$ cat config.mk
export PLATFORM = sky130hd
export DESIGN_NAME = dst_hour_corrector_core
export DESIGN_NICKNAME = d
export VERILOG_FILES = /design/src/rtl/dhc_pkg.sv /design/src/rtl/dhc_decide.sv /design/src/rtl/dst_hour_corrector_core.sv
export SDC_FILE = /design/constraint.sdc
export NUM_CORES = 1
export LEC_CHECK = 0
export BUFFER_PORTS_ARGS = -buffer_cell sky130_fd_sc_hd__buf_2
export CAP_MARGIN = 15
export CORE_MARGIN = 3
export CORE_UTILIZATION = 62
export DETAILED_ROUTE_END_ITERATION = 16
export HOLD_SLACK_MARGIN = 0.08
export PLACE_DENSITY = 0.93
export SYNTH_ARGS = -nofsm -noshare
export SYNTH_HDL_FRONTEND = slang
export SYNTH_SLANG_ARGS = --single-unit
$ cat constraint.sdc
create_clock -name i_clk -period 12.58 [get_ports i_clk]
set_input_delay 0.629 -clock i_clk [delete_from_list [all_inputs] [get_ports i_clk]]
set_output_delay 0.629 -clock i_clk [all_outputs]
set_load 0.02 [all_outputs]
$ cat src/rtl/dhc_pkg.sv
// Package for the DST hour corrector: types, constants and BCD helpers.
package dhc_pkg;

    typedef enum logic [1:0] {
        SEASON_WINTER  = 2'd0,
        SEASON_SUMMER  = 2'd1,
        SEASON_UNKNOWN = 2'd2
    } t_season;

    typedef enum logic {
        ACT_CORRECT = 1'b0,
        ACT_CHECK   = 1'b1
    } t_action;

    localparam logic [6:0] MonthMarch     = 7'h03;
    localparam logic [6:0] MonthOctober   = 7'h10;
    localparam logic [8:0] LastWeekBase   = 9'd23;
    localparam logic [7:0] LastSundayDate = 8'h24;
    localparam logic [7:0] SundayReg      = 8'h01;
    localparam logic [7:0] SundayDec      = 8'd1;
    localparam logic [7:0] HourSpringReg  = 8'h03;
    localparam logic [7:0] HourFallReg    = 8'h04;
    localparam logic [5:0] HourSwitch     = 6'd3;
    localparam logic [5:0] HourMax        = 6'd23;
    localparam int         TwelveHourBit  = 6;
    localparam logic [7:0] SavedWinter    = 8'd0;
    localparam logic [7:0] SavedSummer    = 8'd1;

    localparam int InDataW  = 40;
    localparam int OutDataW = 16;

    typedef struct packed {
        t_action    action;
        logic [7:0] month_reg;
        logic [7:0] weekday_reg;
        logic [7:0] date_reg;
        logic [7:0] hour_reg;
        logic [7:0] saved_flag;
    } t_item;

    typedef struct packed {
        logic       hour_write;
        logic [7:0] hour_value;
        logic       flag_write;
        t_season    season;
    } t_result;

    // (v>>4)*10 + (v&15), no check for invalid nibbles; max 165
    function automatic logic [7:0] bcd_dec(input logic [7:0] v);
        logic [7:0] hi;
        hi = {4'd0, v[7:4]};
        return (hi << 3) + (hi << 1) + {4'd0, v[3:0]};
    endfunction

    // Binary 0..63 to BCD
    function automatic logic [7:0] dec_bcd(input logic [5:0] v);
        logic [2:0] tens;
        logic [5:0] ones;
        if (v >= 6'd60)      tens = 3'd6;
        else if (v >= 6'd50) tens = 3'd5;
        else if (v >= 6'd40) tens = 3'd4;
        else if (v >= 6'd30) tens = 3'd3;
        else if (v >= 6'd20) tens = 3'd2;
        else if (v >= 6'd10) tens = 3'd1;
        else                 tens = 3'd0;
        ones = v - ({3'd0, tens} << 3) - ({3'd0, tens} << 1);
        return {1'b0, tens, ones[3:0]};
    endfunction

endpackage

$ cat src/rtl/dhc_decide.sv
// Season decision logic for one clock snapshot.
module dhc_decide
    import dhc_pkg::*;
(
    input  t_item   i_item,
    input  t_season i_season,
    output t_result o_result
);

    logic [6:0] month;
    logic [7:0] dow;
    logic [7:0] date;
    logic [7:0] hour_full;
    logic [5:0] hour;
    logic       last_week;
    logic       sunday;
    logic       m_lt_mar, m_gt_oct, m_mar, m_oct, m_mid;
    logic       winter_skip, summer_skip, winter_cal;
    logic [5:0] hour_inc, hour_dec;
    t_season    load_mode;

    always_comb begin
        month     = i_item.month_reg[6:0];
        dow       = bcd_dec(i_item.weekday_reg);
        date      = bcd_dec(i_item.date_reg);
        if (i_item.hour_reg[TwelveHourBit]) begin
            hour_full = bcd_dec({3'd0, i_item.hour_reg[4:0]});
        end else begin
            hour_full = bcd_dec({2'd0, i_item.hour_reg[5:0]});
        end
        hour      = hour_full[5:0];
        last_week = (LastWeekBase + {1'b0, dow}) < {1'b0, date};
        sunday    = (dow == SundayDec);

        m_lt_mar = month < MonthMarch;
        m_gt_oct = month > MonthOctober;
        m_mar    = month == MonthMarch;
        m_oct    = month == MonthOctober;
        m_mid    = (month > MonthMarch) && (month < MonthOctober);

        winter_skip = m_lt_mar || m_gt_oct
                   || (m_mar && (!last_week || (sunday && hour < HourSwitch)))
                   || (m_oct && last_week && (!sunday || hour >= HourSwitch));
        summer_skip = m_mid
                   || (m_oct && (!last_week || (sunday && hour <= HourSwitch)))
                   || (m_mar && last_week && (!sunday || hour > HourSwitch));
        winter_cal  = m_lt_mar || m_gt_oct || (m_mar && !last_week)
                   || (m_oct && last_week);

        hour_inc = (hour < HourMax) ? hour + 6'd1 : 6'd0;
        hour_dec = (hour > 6'd0) ? hour - 6'd1 : HourMax;

        if (i_item.saved_flag == SavedWinter) begin
            load_mode = SEASON_WINTER;
        end else if (i_item.saved_flag == SavedSummer) begin
            load_mode = SEASON_SUMMER;
        end else begin
            load_mode = SEASON_UNKNOWN;
        end

        o_result.hour_write = 1'b0;
        o_result.hour_value = 8'd0;
        o_result.flag_write = 1'b0;
        o_result.season     = i_season;

        case (i_item.action)
            ACT_CORRECT: begin
                o_result.season = load_mode;
                case (load_mode)
                    SEASON_WINTER: begin
                        if (!winter_skip) begin
                            o_result.hour_write = 1'b1;
                            o_result.flag_write = 1'b1;
                            o_result.hour_value = dec_bcd(hour_inc);
                            o_result.season     = SEASON_SUMMER;
                        end
                    end
                    SEASON_SUMMER: begin
                        if (!summer_skip) begin
                            o_result.hour_write = 1'b1;
                            o_result.flag_write = 1'b1;
                            o_result.hour_value = dec_bcd(hour_dec);
                            o_result.season     = SEASON_WINTER;
                        end
                    end
                    default: begin
                        o_result.hour_write = 1'b1;
                        o_result.flag_write = 1'b1;
                        o_result.hour_value = dec_bcd(hour);
                        o_result.season     = winter_cal ? SEASON_WINTER : SEASON_SUMMER;
                    end
                endcase
            end
            ACT_CHECK: begin
                // switch exactly on the hour, only on the last Sunday
                if (i_item.weekday_reg == SundayReg && i_item.date_reg > LastSundayDate) begin
                    if (i_season == SEASON_WINTER) begin
                        if (m_mar && i_item.hour_reg == HourSpringReg) begin
                            o_result.hour_write = 1'b1;
                            o_result.flag_write = 1'b1;
                            o_result.hour_value = HourFallReg;
                            o_result.season     = SEASON_SUMMER;
                        end
                    end else if (m_oct && i_item.hour_reg == HourFallReg) begin
                        o_result.hour_write = 1'b1;
                        o_result.flag_write = 1'b1;
                        o_result.hour_value = HourSpringReg;
                        o_result.season     = SEASON_WINTER;
                    end
                end
            end
            default: begin
                o_result.season = i_season;
            end
        endcase
    end

endmodule

$ cat src/rtl/dst_hour_corrector_core.sv
// Top level of the DST hour corrector: input register, decision, result register.
// Applies the European summer-time rule to one clock snapshot per transaction.
// A transaction is registered on input, decided against the stored season mode
// as it is loaded into the result register, and held there until taken, so one
// item per cycle is sustained while the sink is ready.
// The season mode resets to unknown and is updated as each result is loaded,
// so consecutive items see each other's season changes in order.
module dst_hour_corrector_core
    import dhc_pkg::*;
(
    input  logic                i_clk,
    input  logic                i_rst_n,
    input  logic                i_s_tvalid,
    output logic                o_s_tready,
    // month_reg[7:0], weekday_reg[15:8], date_reg[23:16], hour_reg[31:24], saved_flag[39:32]
    input  logic [InDataW-1:0]  i_s_tdata,
    // action[0]
    input  logic                i_s_tuser,
    output logic                o_m_tvalid,
    input  logic                i_m_tready,
    // hour_write[0], hour_value[8:1], flag_write[9], season[11:10], zero[15:12]
    output logic [OutDataW-1:0] o_m_tdata
);

    logic    r_in_valid;
    t_item   r_in;
    logic    r_out_valid;
    t_result r_out;
    t_season r_season;
    t_result n_out;
    logic    advance;
    logic    load_out;

    assign advance    = !r_out_valid || i_m_tready;
    assign load_out   = advance && r_in_valid;
    assign o_s_tready = advance || !r_in_valid;

    dhc_decide u_decide (
        .i_item   (r_in),
        .i_season (r_season),
        .o_result (n_out)
    );

    always_ff @(posedge i_clk) begin
        if (!i_rst_n) begin
            r_in_valid  <= 1'b0;
            r_out_valid <= 1'b0;
            r_season    <= SEASON_UNKNOWN;
        end else begin
            if (o_s_tready) begin
                r_in_valid <= i_s_tvalid;
            end
            if (advance) begin
                r_out_valid <= r_in_valid;
            end
            if (load_out) begin
                r_season <= n_out.season;
            end
        end
    end

    always_ff @(posedge i_clk) begin
        if (o_s_tready && i_s_tvalid) begin
            r_in.action      <= t_action'(i_s_tuser);
            r_in.month_reg   <= i_s_tdata[7:0];
            r_in.weekday_reg <= i_s_tdata[15:8];
            r_in.date_reg    <= i_s_tdata[23:16];
            r_in.hour_reg    <= i_s_tdata[31:24];
            r_in.saved_flag  <= i_s_tdata[39:32];
        end
        if (load_out) begin
            r_out <= n_out;
        end
    end

    assign o_m_tvalid = r_out_valid;
    assign o_m_tdata  = {4'd0, r_out.season, r_out.flag_write, r_out.hour_value,
                         r_out.hour_write};

`ifndef SYNTHESIS
    a_writes_paired: assert property (@(posedge i_clk) disable iff (!i_rst_n)
        r_out_valid |-> (r_out.hour_write == r_out.flag_write))
        else $error("hour and flag writes differ");

    a_no_write_zero: assert property (@(posedge i_clk) disable iff (!i_rst_n)
        (r_out_valid && !r_out.hour_write) |-> (r_out.hour_value == 8'd0))
        else $error("hour value set without write");

    a_season_tracks: assert property (@(posedge i_clk) disable iff (!i_rst_n)
        $past(load_out) |-> (r_out.season == r_season))
        else $error("reported season differs from stored mode");

    a_hold_on_stall: assert property (@(posedge i_clk) disable iff (!i_rst_n)
        (r_in_valid && !advance) |-> !o_s_tready)
        else $error("input taken while pending item blocked");
`endif

endmodule

==> results.md <==
* Fin Clk Skew at 0.01226 ns
* H-tree levels at 2
* Layout cell share with drive strength beyond 1 at 0.1758
* Site Rows at 28
* # hold bufs at CTS at 0
* Seq pwr share at 0.415
* Post-synth top area share at 0.3690
* Cell Int Power at 337.2 uW
* Die area at 7571 um2
* Net Switching at 188.6 uW
* Setup ws final at 7.532 ns
* Slew HR at 0.2918
* Clock power share at 0.178
* CTS sink cnt at 54
* Largest net degree at the start of global routing at 41
* CP endpoint kind: flip-flop
* R2r startpoint: r_in[27]
* R2r setup slk at 7.53 ns
* DRT antenna net count at 0
* Area delta synth->final at 8.856%
* Initial Util at 0.6637
* Register area at 1582 um2
* Slowest cell on the critical path: a221oi_1
* Worst Setup Path Type: flip-flop to flip-flop
* Final Cycle Share at 0.4013
* Required @ worst endpoint at 12.72 ns
* Clock Path Buffers at 2
* Total buffers and inverters traversed by the critical path at 2
* Worst vdd rail ir drop at 0.09118 mV
* DP Wirelength at 6908 um
* Setup-failing EPs final at 0
* Compound-gate portion of the synthesized area at 0.1956
* Minimum clock period at 5.048 ns
* Pre-antenna DRT Iters at 7
* Final hold viol count at 0
* Post-synthesis mux area share at 0.01076
* Via Count at 3490
* Synth cell types at 69
* Hold path startpoint: i_s_tdata[23]
* Synth Area in Adders at 0.1415
* Number of cells on the critical path at 17
* Pwr Density at 118.7 nW/um2
* CP Cell Sequence: inv_1, fa_1, inv_1, ha_1, a21o_1, a21oi_1, xnor2_1, o21ai_0, xnor2_1, ha_1, a21o_1, a221oi_1, a21bo_2, nand2_1, or4b_1, nand3b_1, o221ai_1
* Hold EP: r_in[23]
* Input/output buffers at 56
* Unrepaired setup endpoints after global routing: false
* Slew Limit Fails at 0
* Total track usage at 0.2558
* Gr ovfl total at 0
* CTS tree: built
* Switching fraction of total power at 0.3587
* Hold Path Depth at 1
* Status: finished clean
* DRC viols at 0
* Reg-to-reg endpoint: o_m_tdata[4]
* Setup TNS at 0 ns
* Clock-pin slew on the worst setup and hold paths at 0.10 ns
* Max FO, Critical Path at 6
* CP Data Arrival Time at 5.18 ns
* Main synth FF type: edfxtp_1
* Crit start category: flip-flop
* Post-Synth XOR/XNOR Area at 0.05781
* Min-delay worst type: input pin to flip-flop
* Via/cell ratio at 6.585
* CTS resizes at 0
* Max Freq at 0.1981 GHz
* EDFF count, synth at 50
* Worst-margin pin slew at 1.062 ns
* Die Ht at 87.01 um
* R2R depth at 17
* CTS Buf Count at 5
* Slowest stage delay, CP at 0.64 ns
* CP top delay family: compound AO/OA/AOI/OAI gates
* Cells after Synth at 407
* ANT cells at 0
* Mean cell area of the mapped netlist at 9.997 um2
* Io pins at 63
* Largest family of logic cells by synthesized area: compound AO/OA/AOI/OAI gates
* Vias in the first global route at 3428
* Clk_lat worst skew at 0.31 ns
* Cell taking the most area after synthesis: edfxtp_1
* Filler instances at 408
* # Post-CTS Setup Buffers at 0
* Drt total wl at 9205 um
* Routed len/inst at 17.37 um
* Nets@finish at 542
* Post-synthesis sequential area ratio at 0.3887
* Root buffer cell: clkbuf_8
* First-pass GRT wire length at 15340 um
* FFs w/ async S/R, synth at 0
* Maxcap violations at 0
* Flops & latches, synth at 54
* Multi-input gate area at 2281 um2
* Pre-CTS setup slack at 7.593 ns
* Initial antenna violation count at 0
* Syn Std Cell Area at 4069 um2
* Synth area leaders: edfxtp_1 (37%), ha_1 (12%), xnor2_1 (3.4%)
* Die Width at 87.01 um
* Static leakage at 1.873 nW
* DR iter-0 viols at 384
* Synth warn at 0
* Simple-Gate Fraction of Synth Area at 0.1504
* Routability cong. at 0.9027
* Final Util at 0.7224
* Core ar. at 6131 um2
* Gate power share at 0.407
-- per-stage QoR --
step / instance area, um2 / power, mW / hold slack [ns] / cells
3_3_place_gp: 4338 / 0.4130 / 0.4759 / 521
6_report: 4429 / 0.5257 / 0.4890 / 530
5_1_grt: 4429 / 0.5585 / 0.4709 / 530
3_5_place_dp: 4338 / 0.4274 / 0.4907 / 521
4_1_cts: 4422 / 0.5193 / 0.4883 / 529
2_1_floorplan: 4084 / 0.3838 / 0.4602 / 411
-- layer usage --
layer,up-vias,wire length (um),global-route usage
met1,1603,3399,0.2954
li1,1603,-,-
met4,0,524,0.1388
met3,61,686,0.04163
met2,223,4595,0.4500
met5,-,0,0
-- worst max path at each step --
stage,from,endpoint,slack (ns)
2_1_floorplan,r_in[27],o_m_tdata[4],8.21
3_3_place_gp,r_in[27],o_m_tdata[4],7.87
3_5_place_dp,r_in[27],o_m_tdata[4],7.59
4_1_cts,r_in[27],o_m_tdata[4],7.55
5_1_grt,r_in[27],o_m_tdata[1],7.26
6_report,r_in[27],o_m_tdata[4],7.53
-- sequential cells by signal, indices dropped and copies added, names as in the netlist --
name,count
r_in,40
o_m_tvalid,1
o_m_tdata,10
r_in_valid,1
r_season,2
-- power by group through the flow --
stage / clock (mW) / sequential (mW) / combinational, mW
after floorplan: 0 / 0.222 / 0.162
after global placement: 0 / 0.221 / 0.192
after detailed placement: 0 / 0.222 / 0.206
after CTS: 0.0933 / 0.218 / 0.208
after global routing: 0.103 / 0.219 / 0.236
final: 0.0936 / 0.218 / 0.214
-- cells by family (layout without fill, tap and decap cells) --
family	Yosys count	in the layout
muxes	3	3
xor gates and xnor gates	26	26
buffers and inverters	47	91
and+or+nand+nor	121	121
adders and majority gates	43	43
other	1	5
DFF	54	54
AOI/OAI and AO/OA	112	112
-- placed cells by master (no fill, tap or decap), types with 5 or more instances in the layout --
cell type  instances
xor2_1             9
clkbuf_8           5
o21ai_0           21
nor4_1             7
ha_1              38
inv_1             24
nand2_1           30
nor2b_1            9
nor2_1            27
fa_1               5
buf_2             56
a21o_1             8
conb_1             5
edfxtp_1          50
nand3_1            8
xnor2_1           16
a21oi_1           24
nor3_1            13
-- layout make-up --
| type | instances | area share |
|---|---|---|
| clock inverters | 1 | 0.001695 |
| inverters | 25 | 0.02119 |
| repair buffers | 58 | 0.06667 |
| well taps | 75 | 0.02119 |
| clock buffers | 7 | 0.01723 |
| flip-flops and latches | 54 | 0.3571 |
| multi-input cells | 310 | 0.5150 |
-- cells in the mapped netlist, drive strengths merged (5+ instances only) --
master / number
edfxtp: 50
nor2b: 9
nor4: 8
xor2: 10
fa: 5
clkbuf: 9
inv: 25
nor2: 27
nand2: 30
a21oi: 24
o21ai: 23
buf: 13
nand3: 8
a21o: 8
nor3: 13
a211oi: 5
ha: 38
xnor2: 16
-- worst register-to-register path, cell delays in order, from the launching register on --
cell	delay [ns]
edfxtp_1	0.39
inv_1	0.07
fa_1	0.60
inv_1	0.06
ha_1	0.29
a21o_1	0.19
a21oi_1	0.27
xnor2_1	0.25
o21ai_0	0.20
xnor2_1	0.17
ha_1	0.32
a21o_1	0.16
a221oi_1	0.64
a21bo_2	0.26
nand2_1	0.05
or4b_1	0.56
nand3b_1	0.19
o221ai_1	0.22
Power figures use the tool's default switching activity.
